$ cat config.mk
export PLATFORM = sky130hd
export DESIGN_NAME = height_to_gray_level_mapper_core
export DESIGN_NICKNAME = d
export VERILOG_FILES = /design/src/rtl/hgm_pkg.sv /design/src/rtl/height_to_gray_level_mapper_core.sv
export SDC_FILE = /design/constraint.sdc
export NUM_CORES = 1
export LEC_CHECK = 0
export BUFFER_PORTS_ARGS = -buffer_cell sky130_fd_sc_hd__buf_4
export CORE_AREA = 2 2 283 285
export CTS_BUF_LIST = sky130_fd_sc_hd__clkbuf_4 sky130_fd_sc_hd__clkbuf_8
export DETAILED_ROUTE_END_ITERATION = 12
export DIE_AREA = 0 0 285 287
export GPL_TIMING_DRIVEN = 0
export SYNTH_ARGS = -nofsm -noshare
export SYNTH_HDL_FRONTEND = slang
export SYNTH_SLANG_ARGS = --single-unit
$ cat constraint.sdc
create_clock -name clk -period 8.1 [get_ports clk]
set_input_delay 0.81 -clock clk [delete_from_list [all_inputs] [get_ports clk]]
set_output_delay 0.81 -clock clk [all_outputs]
set_load 0.005 [all_outputs]
$ cat src/rtl/hgm_pkg.sv
package hgm_pkg;

  localparam int HEIGHT_W = 32;
  localparam int GRAY_W   = 8;
  localparam int CMD_W    = 2;

  // starting values of a scan
  localparam logic signed [HEIGHT_W-1:0] LOW_START  = 32'sd100000000;
  localparam logic signed [HEIGHT_W-1:0] HIGH_START = -32'sd100000000;

  localparam logic [GRAY_W-1:0] GRAY_MAX = 8'hff;

  typedef enum logic [CMD_W-1:0] {
    CMD_CLEAR = 2'd0,
    CMD_SCAN  = 2'd1,
    CMD_MAP   = 2'd2,
    CMD_NONE  = 2'd3
  } cmd_t;

  typedef enum logic [2:0] {
    S_IDLE,
    S_PREP,
    S_NUM,
    S_DIV,
    S_OUT
  } state_t;

endpackage

$ cat src/rtl/height_to_gray_level_mapper_core.sv
// Inverted 8-bit min-max normalisation of grid heights. Each word carries a
// command: clear resets the tracked minimum and maximum, scan folds a height into
// them, and map returns gray_level = 255 - ceil(255*(height-min)/(top-min)), where
// top is the maximum or 1 when the maximum is zero. A zero or negative span and a
// height below the minimum give 255, a height above top gives 0. Clear, scan and
// the unused command give no result. A map word in range passes through one range
// check, one numerator build, eight steps of a shared restoring subtract-and-compare
// stage, one per quotient bit, and one output load before its result is offered.
// A bad span or a height out of range goes straight from the range check to the
// output load, which waits while an earlier result still waits for out_ready.
// in_ready is low from the accepted map word until its result is loaded. Grid
// walking is up to the host.
module height_to_gray_level_mapper_core (
  input  logic        clk,
  input  logic        rst,
  input  logic        in_valid,
  output logic        in_ready,
  input  logic [1:0]  cmd,
  input  logic signed [31:0] height,
  output logic        out_valid,
  input  logic        out_ready,
  output logic [7:0]  gray_level
);

  hgm_pkg::state_t state, state_next;

  logic signed [31:0] lowest_height;
  logic signed [31:0] highest_height;
  logic signed [31:0] sample;
  logic [31:0]        span;
  logic [31:0]        delta;
  logic [31:0]        rem;
  logic [7:0]         numer;
  logic [6:0]         quot;
  logic [7:0]         result;
  logic [2:0]         cnt;

  logic               in_fire;
  logic               out_free;

  // range check terms
  logic signed [31:0] top;
  logic signed [32:0] span_wide;
  logic signed [32:0] delta_wide;
  logic               span_bad;
  logic               below;
  logic               above;

  // numerator 255*delta + span - 1, below 256*span
  logic [39:0]        num_wide;

  // shared divider step
  logic [32:0]        cand;
  logic               ge;
  logic [32:0]        cand_diff;

  assign in_ready = (state == hgm_pkg::S_IDLE);
  assign in_fire  = in_valid && in_ready;
  assign out_free = !out_valid || out_ready;

  assign top        = (highest_height == '0) ? 32'sd1 : highest_height;
  assign span_wide  = {top[31], top} - {lowest_height[31], lowest_height};
  assign delta_wide = {sample[31], sample} - {lowest_height[31], lowest_height};
  assign span_bad   = (span_wide <= 33'sd0);
  assign below      = (sample < lowest_height);
  assign above      = (sample > top);

  assign num_wide = {delta, 8'h00} - {8'h00, delta} + {8'h00, span} - 40'd1;

  assign cand      = {rem, numer[7]};
  assign ge        = (cand >= {1'b0, span});
  assign cand_diff = cand - {1'b0, span};

  always_comb begin
    state_next = state;
    case (state)
      hgm_pkg::S_IDLE: begin
        if (in_fire && (cmd == hgm_pkg::CMD_MAP)) state_next = hgm_pkg::S_PREP;
      end
      hgm_pkg::S_PREP: begin
        if (span_bad || below || above) state_next = hgm_pkg::S_OUT;
        else state_next = hgm_pkg::S_NUM;
      end
      hgm_pkg::S_NUM: state_next = hgm_pkg::S_DIV;
      hgm_pkg::S_DIV: begin
        if (cnt == '0) state_next = hgm_pkg::S_OUT;
      end
      hgm_pkg::S_OUT: begin
        if (out_free) state_next = hgm_pkg::S_IDLE;
      end
      default: state_next = hgm_pkg::S_IDLE;
    endcase
  end

  always_ff @(posedge clk) begin
    if (rst) begin
      state <= hgm_pkg::S_IDLE;
    end else begin
      state <= state_next;
    end
  end

  always_ff @(posedge clk) begin
    if (rst) begin
      lowest_height  <= hgm_pkg::LOW_START;
      highest_height <= hgm_pkg::HIGH_START;
      out_valid      <= 1'b0;
      cnt            <= '0;
    end else begin
      if (in_fire) begin
        case (cmd)
          hgm_pkg::CMD_CLEAR: begin
            lowest_height  <= hgm_pkg::LOW_START;
            highest_height <= hgm_pkg::HIGH_START;
          end
          hgm_pkg::CMD_SCAN: begin
            if (height > highest_height) highest_height <= height;
            if (height < lowest_height) lowest_height <= height;
          end
          default: ;
        endcase
      end
      if (state == hgm_pkg::S_NUM) cnt <= 3'd7;
      else if (state == hgm_pkg::S_DIV) cnt <= cnt - 3'd1;
      if ((state == hgm_pkg::S_OUT) && out_free) out_valid <= 1'b1;
      else if (out_ready) out_valid <= 1'b0;
    end
  end

  // datapath, no reset needed
  always_ff @(posedge clk) begin
    if (in_fire) sample <= height;
    case (state)
      hgm_pkg::S_PREP: begin
        span  <= span_wide[31:0];
        delta <= delta_wide[31:0];
        if (span_bad || below) result <= hgm_pkg::GRAY_MAX;
        else result <= '0;
      end
      hgm_pkg::S_NUM: begin
        rem   <= num_wide[39:8];
        numer <= num_wide[7:0];
      end
      hgm_pkg::S_DIV: begin
        rem   <= ge ? cand_diff[31:0] : cand[31:0];
        numer <= {numer[6:0], 1'b0};
        quot  <= {quot[5:0], ge};
        if (cnt == '0) result <= ~{quot, ge};
      end
      default: ;
    endcase
    if ((state == hgm_pkg::S_OUT) && out_free) gray_level <= result;
  end

  a_scan_order: assert property (@(posedge clk) disable iff (rst)
    (in_fire && (cmd == hgm_pkg::CMD_SCAN)) |=> (lowest_height <= highest_height))
    else $error("min above max after a scan");

  a_rem_below_span: assert property (@(posedge clk) disable iff (rst)
    (state == hgm_pkg::S_DIV) |-> (rem < span))
    else $error("divider remainder not below span");

  a_map_busy: assert property (@(posedge clk) disable iff (rst)
    (in_fire && (cmd == hgm_pkg::CMD_MAP)) |=> !in_ready)
    else $error("ready during a map word");

endmodule
==> results.json <==
{
  "die_y_um": 287,
  "drtAntennaViolNets": 0,
  "worst-path-max-fanout": 8,
  "leakagePower_nw": 9.36,
  "r2r_slack_ns": 3.23,
  "seq_area_frac_synth_pct": 31.7,
  "grt_pass1_wl_um": 87400,
  "core-area_mm2": 0.0786,
  "postCtsSetupBuffers": 0,
  "path_cells": "nor4_1 -> nand4_1 -> nor2_1 -> or2_2 -> inv_1 -> ha_1 -> fa_1 -> inv_1 -> or3_1 -> a2111oi_0 -> o2111ai_1 -> nor4_1 -> nand4_1 -> nor4_4 -> nor3_4 -> a21oi_2",
  "drc": 0,
  "r2r-end": "result[6]",
  "finalCritPeriodShare_pct": 60.2,
  "grt_start_max_net_pins": 44,
  "power_mw": 3.06,
  "start_kind": "flip-flop",
  "cts.sinks": 230,
  "drtIter0Drc": 1001,
  "antenna_found_initial": 2,
  "clockBufferDepth": 3,
  "synth_edf_count": 159,
  "htreeDepth": 2,
  "hold_viol": 0,
  "worstMarginPinSlew_ns": 0.931,
  "postSynthCellCount": 2213,
  "layout_commonest_cell": "inv_1",
  "drv_slew": 0,
  "grt-ovfl-total": 0,
  "die_x_um": 285,
  "min_from": "height[6]",
  "syn_nets": 2518,
  "dieArea_mm2": 0.0818,
  "syn_area_mm2": 0.0196,
  "start_util_pct": 24.9,
  "worst_hold_path.endpoint": "sample[6]",
  "path_class": "reg2reg",
  "routed_via_density": 4.89,
  "path_delay_family": "simple AND/OR/NAND/NOR gates",
  "endpoint_kind": "flip-flop",
  "synth-seq-cells": 230,
  "gp_congestion": 0.918,
  "final_cell_mix": "257 x inv_1, 239 x ha_1, 159 x edfxtp_1",
  "clk_latency_ns": 0.62,
  "grt_pass1_vias": 16100,
  "routed_wl_um": 55900,
  "ys.flop_type": "edfxtp_1",
  "p_per_area_mw_per_mm2": 138,
  "drive_gt1_share_pct": 7.26,
  "outcome": "finished clean",
  "slowest_delay_ns": 0.56,
  "cap_viol_max_count": 0,
  "synth_cell_types": 95,
  "async_flop_share_pct": 0,
  "clock.fmax_mhz": 205,
  "ios": 48,
  "cp.depth": 16,
  "worst_hold_path.num_cells": 1,
  "crit_slowest_cell": "nor4_1",
  "syn2layout_area_growth_pct": 13.1,
  "clock_skew_ns": 0.0316,
  "reg2reg_from": "highest_height[24]",
  "synth_warnings": 0,
  "first_pass_iters": 5,
  "hold_class": "in2reg",
  "ir_worst_vdd_v": 0.0000867,
  "setup_viol": 0,
  "cts_tree": "done",
  "numCtsBuffers": 43,
  "path_buf_inv": 2,
  "root_buffer": "clkbuf_8",
  "post_drt_wl_per_cell_um": 16.5,
  "maxSlewHeadroom_pct": 37.9,
  "avgSynthCellArea_um2": 8.85,
  "arrival_ns": 5.34,
  "cts_hold_buffers": 0,
  "multi_input_area_mm2": 0.0120,
  "num_rows": 103,
  "r2r_cells": 16,
  "portBuffers": 46,
  "rsz0062_at_grt": "false",
  "dpl.hpwl_um": 45500,
  "finalNetCount": 2615,
  "track_usage_pct": 13.4,
  "setup_tns_ns": 0,
  "crit_required_ns": 8.57,
  "hold_ws_ns": 0.418,
  "path_clk_slew_ns": 0.08,
  "seqCellArea_mm2": 0.00620,
  "ctsResizeCount": 0,
  "fillers": 8466,
  "min_period_ns": 4.87,
  "num_vias": 16600
}
==> cells by family (layout without fill, tap and decap cells) <==
| family | count (synthesis) | in the layout | share of synthesized area, % |
|---|---|---|---|
| simple gates | 595 | 595 | 15.3 |
| compound gates | 651 | 651 | 22.6 |
| fa+ha+maj | 267 | 267 | 18.1 |
| other cells | 0 | 2 | 0 |
| buf+inv | 355 | 482 | 6.97 |
| flops | 230 | 230 | 31.7 |
| xor+xnor | 85 | 85 | 3.80 |
| mux | 30 | 30 | 1.55 |
==> routing by layer <==
| metal | vias to the layer above | track usage [%] | part of all wire (%) |
|---|---|---|---|
| met4 | 0 | 4.21 | 2.8 |
| met1 | 7841 | 17.6 | 47 |
| met3 | 78 | 1.97 | 4.2 |
| li1 | 8309 | - | - |
| met5 | - | 0 | 0 |
| met2 | 352 | 22.7 | 46 |
==> registers in the layout (all words and copies together) (netlist names) <==
| register | count |
|---|---|
| delta | 32 |
| highest_height | 32 |
| lowest_height | 32 |
| rem | 32 |
| sample | 32 |
| span | 32 |
| gray_level | 8 |
| numer | 8 |
| result | 8 |
| quot | 7 |
| cnt | 3 |
| state | 3 |
| out_valid | 1 |
==> synthesized netlist by cell type, types with 28 or more instances <==
library cell / instances / share of area (%)
a21o_1: 86 / 3.3
a21oi_1: 154 / 3.9
a31oi_1: 31 / 0.99
clkbuf_1: 81 / 1.6
dfxtp_1: 71 / 7.3
edfxtp_1: 159 / 24
fa_1: 28 / 2.9
ha_1: 239 / 15
inv_1: 258 / 4.9
nand2_1: 154 / 3.0
nand2b_1: 37 / 1.2
nand3_1: 60 / 1.5
nand4_1: 29 / 0.93
nor2_1: 126 / 2.4
nor3_1: 50 / 1.3
o21a_1: 31 / 1.2
o21ai_0: 102 / 2.6
xnor2_1: 60 / 2.7
==> through the flow <==
stage	area (µm²)	utilization (%)	cells	worst slack, ns
2_1_floorplan	19600	-	2213	2.18
3_3_place_gp	21200	27.0	3309	-1.40
3_5_place_dp	21300	27.1	3315	3.03
4_1_cts	22100	28.2	3390	3.01
5_1_grt	22100	28.2	3391	2.85
6_report	22100	28.2	3392	3.23
==> worst max path at each step <==
stage | end | from
2_1_floorplan | lowest_height[0] | in_valid
3_3_place_gp | lowest_height[0] | in_valid
3_5_place_dp | result[6] | highest_height[24]
4_1_cts | result[6] | highest_height[24]
5_1_grt | result[6] | highest_height[18]
6_report | result[6] | highest_height[24]
==> cell type report <==
cell class	count	share of cell area, %
Sequential cell	230	28.0
Clock buffer	53	3.01
Inverter	259	4.39
Multi-Input combinational cell	1628	54.3
Buffer	96	1.77
Timing Repair Buffer	52	1.88
Antenna cell	2	0.0226
Tap cell	1050	5.93
Clock inverter	22	0.706
==> where the power goes <==
part           switching [mW]  internal, mW  leakage (nW)
clock                   0.523         0.606         0.433
sequential             0.0196          1.30          2.02
combinational           0.362         0.244          6.91
(Power assumes the default switching activity.)
